==> src/hw/rtl/ted_pkg.sv <==
`default_nettype none

package ted_pkg;

    localparam int unsigned DataW = 8;
    localparam int unsigned DueW  = 3;
    localparam int unsigned CountW = 2;

    localparam logic [DataW-1:0] Utf8Bom0 = 8'hEF;
    localparam logic [DataW-1:0] Utf8Bom1 = 8'hBB;
    localparam logic [DataW-1:0] Utf8Bom2 = 8'hBF;
    localparam logic [DataW-1:0] ByteFf   = 8'hFF;
    localparam logic [DataW-1:0] ByteFe   = 8'hFE;

    typedef enum logic [2:0] {
        ENC_UNKNOWN    = 3'd0,
        ENC_UTF8_BOM   = 3'd1,
        ENC_UTF16_LE   = 3'd2,
        ENC_UTF16_BE   = 3'd3,
        ENC_UTF8_NOBOM = 3'd4
    } enc_t;

    typedef struct packed {
        logic [DataW-1:0] data_byte;
        logic             last_byte;
    } item_t;

    function automatic logic [DueW-1:0] lead_length(input logic [DataW-1:0] b);
        logic [DueW-1:0] n;
        n = '0;
        if ((b & 8'hE0) == 8'hC0) begin
            n = 3'd1;
        end else if ((b & 8'hF0) == 8'hE0) begin
            n = 3'd2;
        end else if ((b & 8'hF8) == 8'hF0) begin
            n = 3'd3;
        end else if ((b & 8'hFC) == 8'hF8) begin
            n = 3'd4;
        end else if ((b & 8'hFE) == 8'hFC) begin
            n = 3'd5;
        end
        return n;
    endfunction

endpackage

`default_nettype wire

==> src/hw/rtl/ted_state.sv <==
`default_nettype none

module ted_state
    import ted_pkg::*;
(
    input  wire logic  aclk,
    input  wire logic  aresetn,
    input  wire logic  step_en,
    input  wire item_t item,
    output enc_t       code
);

    logic [CountW-1:0] count_reg, count_next;
    logic              utf8_reg, utf8_next;
    logic              le_reg, le_next;
    logic              be_reg, be_next;
    logic [DueW-1:0]   due_reg, due_next;
    logic              invalid_reg, invalid_next;

    logic [CountW-1:0] count_upd;
    logic              utf8_upd, le_upd, be_upd, invalid_upd;
    logic [DueW-1:0]   due_upd;
    logic [DueW-1:0]   lead_n;
    logic [DataW-1:0]  b;

    always_comb begin
        b        = item.data_byte;
        utf8_upd = utf8_reg;
        le_upd   = le_reg;
        be_upd   = be_reg;
        case (count_reg)
            2'd0: begin
                utf8_upd = utf8_reg && (b == Utf8Bom0);
                le_upd   = le_reg && (b == ByteFf);
                be_upd   = be_reg && (b == ByteFe);
            end
            2'd1: begin
                utf8_upd = utf8_reg && (b == Utf8Bom1);
                le_upd   = le_reg && (b == ByteFe);
                be_upd   = be_reg && (b == ByteFf);
            end
            2'd2: begin
                utf8_upd = utf8_reg && (b == Utf8Bom2);
            end
            default: begin
            end
        endcase
        count_upd = (count_reg == 2'd3) ? count_reg : count_reg + 2'd1;

        lead_n      = lead_length(b);
        invalid_upd = invalid_reg;
        due_upd     = due_reg;
        if (!invalid_reg) begin
            if (due_reg == '0) begin
                if (b[7]) begin
                    if (lead_n == '0) begin
                        invalid_upd = 1'b1;
                    end else begin
                        due_upd = lead_n;
                    end
                end
            end else if (b[7:6] != 2'b10) begin
                invalid_upd = 1'b1;
                due_upd     = '0;
            end else begin
                due_upd = due_reg - 3'd1;
            end
        end

        if (count_upd == 2'd3 && utf8_upd) begin
            code = ENC_UTF8_BOM;
        end else if (count_upd >= 2'd2 && le_upd) begin
            code = ENC_UTF16_LE;
        end else if (count_upd >= 2'd2 && be_upd) begin
            code = ENC_UTF16_BE;
        end else if (invalid_upd) begin
            code = ENC_UNKNOWN;
        end else begin
            code = ENC_UTF8_NOBOM;
        end

        count_next   = count_reg;
        utf8_next    = utf8_reg;
        le_next      = le_reg;
        be_next      = be_reg;
        due_next     = due_reg;
        invalid_next = invalid_reg;
        if (step_en) begin
            if (item.last_byte) begin
                count_next   = '0;
                utf8_next    = 1'b1;
                le_next      = 1'b1;
                be_next      = 1'b1;
                due_next     = '0;
                invalid_next = 1'b0;
            end else begin
                count_next   = count_upd;
                utf8_next    = utf8_upd;
                le_next      = le_upd;
                be_next      = be_upd;
                due_next     = due_upd;
                invalid_next = invalid_upd;
            end
        end
    end

    always_ff @(posedge aclk) begin
        if (!aresetn) begin
            count_reg   <= '0;
            utf8_reg    <= 1'b1;
            le_reg      <= 1'b1;
            be_reg      <= 1'b1;
            due_reg     <= '0;
            invalid_reg <= 1'b0;
        end else begin
            count_reg   <= count_next;
            utf8_reg    <= utf8_next;
            le_reg      <= le_next;
            be_reg      <= be_next;
            due_reg     <= due_next;
            invalid_reg <= invalid_next;
        end
    end

endmodule

`default_nettype wire

==> src/hw/rtl/text_encoding_detector.sv <==
// The last byte of a buffer reaches m_tvalid via the input register, then the
// result register. Throughput: 1 byte per cycle; a last byte waits while the
// result register is full. State updates once per byte between the registers.
// Reset: synchronous on aresetn low; clears both registers' valid flags
// and returns the detector to the start of a new buffer.
`default_nettype none

module text_encoding_detector
    import ted_pkg::*;
(
    input  wire logic       aclk,
    input  wire logic       aresetn,
    input  wire logic       s_tvalid,
    output logic            s_tready,
    input  wire logic [7:0] s_tdata,   // [7:0] data_byte
    input  wire logic       s_tlast,   // last_byte
    output logic            m_tvalid,
    input  wire logic       m_tready,
    output logic [7:0]      m_tdata    // [2:0] encoding_code, [7:3] zero
);

    logic  in_valid_reg, in_valid_next;
    item_t in_item_reg, in_item_next;
    logic  out_valid_reg, out_valid_next;
    enc_t  out_code_reg, out_code_next;
    logic  out_free;
    logic  advance;
    enc_t  code;

    assign out_free = !out_valid_reg || m_tready;
    assign advance  = in_valid_reg && (!in_item_reg.last_byte || out_free);
    assign s_tready = !in_valid_reg || advance;

    ted_state u_state (
        .aclk    (aclk),
        .aresetn (aresetn),
        .step_en (advance),
        .item    (in_item_reg),
        .code    (code)
    );

    always_comb begin
        in_valid_next = in_valid_reg;
        in_item_next  = in_item_reg;
        if (s_tready) begin
            in_valid_next          = s_tvalid;
            in_item_next.data_byte = s_tdata;
            in_item_next.last_byte = s_tlast;
        end

        out_valid_next = out_valid_reg;
        out_code_next  = out_code_reg;
        if (m_tready) begin
            out_valid_next = 1'b0;
        end
        if (advance && in_item_reg.last_byte) begin
            out_valid_next = 1'b1;
            out_code_next  = code;
        end
    end

    always_ff @(posedge aclk) begin
        if (!aresetn) begin
            in_valid_reg  <= 1'b0;
            out_valid_reg <= 1'b0;
        end else begin
            in_valid_reg  <= in_valid_next;
            out_valid_reg <= out_valid_next;
        end
    end

    always_ff @(posedge aclk) begin
        in_item_reg  <= in_item_next;
        out_code_reg <= out_code_next;
    end

    assign m_tvalid = out_valid_reg;
    assign m_tdata  = {5'b0, out_code_reg};

endmodule

`default_nettype wire
==> config.mk <==
export PLATFORM = sky130hd
export DESIGN_NAME = text_encoding_detector
export DESIGN_NICKNAME = d
export VERILOG_FILES = /design/src/hw/rtl/ted_pkg.sv /design/src/hw/rtl/ted_state.sv /design/src/hw/rtl/text_encoding_detector.sv
export SDC_FILE = /design/constraint.sdc
export NUM_CORES = 1
export LEC_CHECK = 0
export BUFFER_PORTS_ARGS = -buffer_cell sky130_fd_sc_hd__buf_2
export CAP_MARGIN = 15
export CORE_MARGIN = 5
export CORE_UTILIZATION = 35
export DETAILED_ROUTE_END_ITERATION = 8
export GPL_TIMING_DRIVEN = 1
export PLACE_DENSITY = 0.6
export SLEW_MARGIN = 20
export SYNTH_ARGS = -nofsm -noshare
export SYNTH_HDL_FRONTEND = slang
export SYNTH_HIERARCHICAL = 1
export SYNTH_SLANG_ARGS = --single-unit
==> constraint.sdc <==
create_clock -name aclk -period 2.5 [get_ports aclk]
set_input_delay 0.125 -clock aclk [delete_from_list [all_inputs] [get_ports aclk]]
set_output_delay 0.125 -clock aclk [all_outputs]
set_load 0.05 [all_outputs]
==> results.ini <==
[grt]
number_of_antenna_violations_at_the_first_check_in_global_routing=0
grt_pass1_vias=985
overall_routing_resource_usage=0.104
grt_start_max_net_pins=14
grt_first_pass_wirelength_mm=4.28
globalRouteOverflowTotal=0

[critical_path]
r2r.worst_path.cells=7
cp_data_arrival_time_ns=2.14
critical_path_peak_fanout=5
start_kind=flip-flop
timing.setup.critical_path_class=reg2reg
required_time_worst_endpoint_ns=2.52
critPathCaptureType=flip-flop

[clock_tree]
path_clk_slew_ns=0.08
clkLatencyLatePin_ns=0.26
cts.repair.resized=0
cts_buffer_depth=2
clkSinkCount=23
postCtsHoldBufs=0
post_cts_buffers=0
tritoncts=yes
cell_at_the_root_of_the_clock_tree=sky130_fd_sc_hd__clkbuf_8
cts-buffers-inserted=3
cts_htree_levels=1

[route]
first_pass_iters=4
routed-via-count=959
drt.antenna.violating_nets=0
route.detailed.vias_per_inst=4.89
routedWlPerCell_um=12.2
drt-initial-drc-count=24
drc=0
wl_final_mm=2.39

[power]
ir_worst_vdd_mv=0.279
comb_power_share=0.133
clock_power_share=0.301
finalPower_uw=763
cellPowerDensity_nw_per_um2=523
power.leakage_uw=0.000578
netSwitchingPower_uw=200
swShare=0.262
internal_power_uw=564
power.share.sequential=0.567

[floorplanning]
num_io_pins=23
area_enclosed_by_the_die_boundary_um2=4990
placeable_core_area_um2=3610
die_height_um=70.7
placementRows=22
floorplan.initialDensity=0.357
die_width_um=70.7

[logic_synthesis]
share_of_synthesized_registers_carrying_an_async_set_or_reset=0
synth_top_cell_by_area=sky130_fd_sc_hd__edfxtp_1
synth.area.top_cells=sky130_fd_sc_hd__edfxtp_1, sky130_fd_sc_hd__dfxtp_1, sky130_fd_sc_hd__ha_1
synth_seq_cells=23
synth_most_common_cell=sky130_fd_sc_hd__edfxtp_1
netlist.area_leader.share=0.280
synth.lib_cells_used.distinct=43
synth_enable_flop_cells=12
netlist_area_pre_place_um2=1290
synth-main-ff-cell=sky130_fd_sc_hd__edfxtp_1
syn_area_per_cell_um2=10.1
synth_top_cells_by_count=sky130_fd_sc_hd__edfxtp_1, sky130_fd_sc_hd__dfxtp_1, sky130_fd_sc_hd__inv_1, sky130_fd_sc_hd__nand2_1, sky130_fd_sc_hd__a21oi_1
synthCells=128
yosysWarnings=6
synth.yosys.seq_area_share=0.451

[timing]
final.setup_skew_ns=0.00613
final_period_demand_of_the_worst_path_ns=2.11
fmaxAchievable_mhz=473
finalSetupTns_ns=0
post-route-period-util=0.845
hold_viol=0
setup_viol=0
grt_setup_unrepaired=false
hold_ws_ns=0.0282
timing_max_transition_violations_final=0

[finish]
antenna_cells_inserted=0
final_layout_size_suffix_gt1_frac=0.230
syn_to_final_growth_pct=13.4
largest_reg_flops=9
final_stage_net_count=169
summed_area_of_non_filler_cells_in_the_final_layout_um2=1460
count_of_fill_cells_added_during_filler_insertion=364
fin_util=0.405

[flow_run]
cap_viol_max_count=0

[placement]
dpl.hpwl_mm=1.87
place.port_buffers=17
placed_area_um2=1410
routabilityCongestion=0.849

[run_status]
outcome=complete, no violations

[worst_hold_path]
worst_hold_path_type=in2reg
min_path_cells=1

-- power groups by stage --
stage / sequential (µW) / clock (µW) / combinational [µW]
global route: 436 / 253 / 112
CTS: 433 / 238 / 101
global placement: 440 / 0 / 99.0
finish: 433 / 230 / 101
detailed placement: 441 / 0 / 100
floorplan: 443 / 0 / 75.3
-- metrics by stage --
step | worst slack, ns | cells
global placement | 0.458 | 192
CTS | 0.386 | 196
floorplan | 0.510 | 132
finish | 0.386 | 196
detailed placement | 0.405 | 192
global route | 0.244 | 196
-- area by class of cell --
| cell class | count | area (µm²) | area share |
|---|---|---|---|
| well taps | 48 | 60.1 | 0.0411 |
| flip-flops and latches | 23 | 581 | 0.398 |
| clock buffers | 3 | 41.3 | 0.0283 |
| repair buffers | 18 | 92.6 | 0.0634 |
| clock inverters | 1 | 5.00 | 0.00343 |
| inverters | 10 | 37.5 | 0.0257 |
| multi-input cells | 93 | 643 | 0.440 |
-- layer usage --
layer / vias up / GRT usage / wire, µm
li1: 487 / - / -
met1: 437 / 0.124 / 1090
met2: 30 / 0.182 / 1120
met3: 5 / 0.0213 / 139
met4: 0 / 0.0438 / 40
met5: - / 0 / 0
-- worst paths after layout --
kind	startpoint	endpoint	slack, ns
worst min register to register	u_state/utf8_reg	u_state/utf8_reg	0.48
worst min-delay path	s_tlast	in_item_reg[0]	0.03
worst max-delay path	u_state/count_reg[0]	out_code_reg[2]	0.39
worst max register to register	u_state/count_reg[0]	out_code_reg[2]	0.39
-- worst max-delay path, cell delays in order, from the launching register on --
cell and delay, ns:
sky130_fd_sc_hd__dfxtp_1 0.42, sky130_fd_sc_hd__inv_1 0.08, sky130_fd_sc_hd__ha_1 0.32, sky130_fd_sc_hd__nor3b_2 0.18, sky130_fd_sc_hd__a21oi_1 0.06, sky130_fd_sc_hd__or4_4 0.54, sky130_fd_sc_hd__a21oi_4 0.19, sky130_fd_sc_hd__nor3_1 0.07
-- cell usage in the layout (no fill, tap or decap), types with 2 or more instances in the layout --
cell type                  synthesis  final
sky130_fd_sc_hd__buf_2             0     17
sky130_fd_sc_hd__edfxtp_1         12     12
sky130_fd_sc_hd__dfxtp_1          11     11
sky130_fd_sc_hd__nand2_1          10     10
sky130_fd_sc_hd__inv_1            10     10
sky130_fd_sc_hd__a21oi_1           9      9
sky130_fd_sc_hd__ha_1              7      7
sky130_fd_sc_hd__o21ai_0           6      6
sky130_fd_sc_hd__conb_1            1      5
sky130_fd_sc_hd__nor2_1            4      4
sky130_fd_sc_hd__nand2b_1          4      4
sky130_fd_sc_hd__nor2b_1           4      4
sky130_fd_sc_hd__a21boi_0          3      3
sky130_fd_sc_hd__clkbuf_8          0      3
sky130_fd_sc_hd__nand3_1           3      3
sky130_fd_sc_hd__nor3_1            3      3
sky130_fd_sc_hd__and2b_2           2      2
sky130_fd_sc_hd__o21a_1            2      2
sky130_fd_sc_hd__xnor2_1           2      2
sky130_fd_sc_hd__nand4_1           2      2
sky130_fd_sc_hd__o21bai_1          2      2
sky130_fd_sc_hd__o22ai_1           2      2
sky130_fd_sc_hd__a41o_1            2      2
sky130_fd_sc_hd__a21o_1            2      2
-- cell families after synthesis --
group	synth area share
simple gates	0.214
buf+inv	0.0612
xor+xnor	0.0136
mux	0.00777
flops	0.451
compound gates	0.182
other cells	0.00291
fa+ha+maj	0.0680
(Power assumes the default switching activity.)
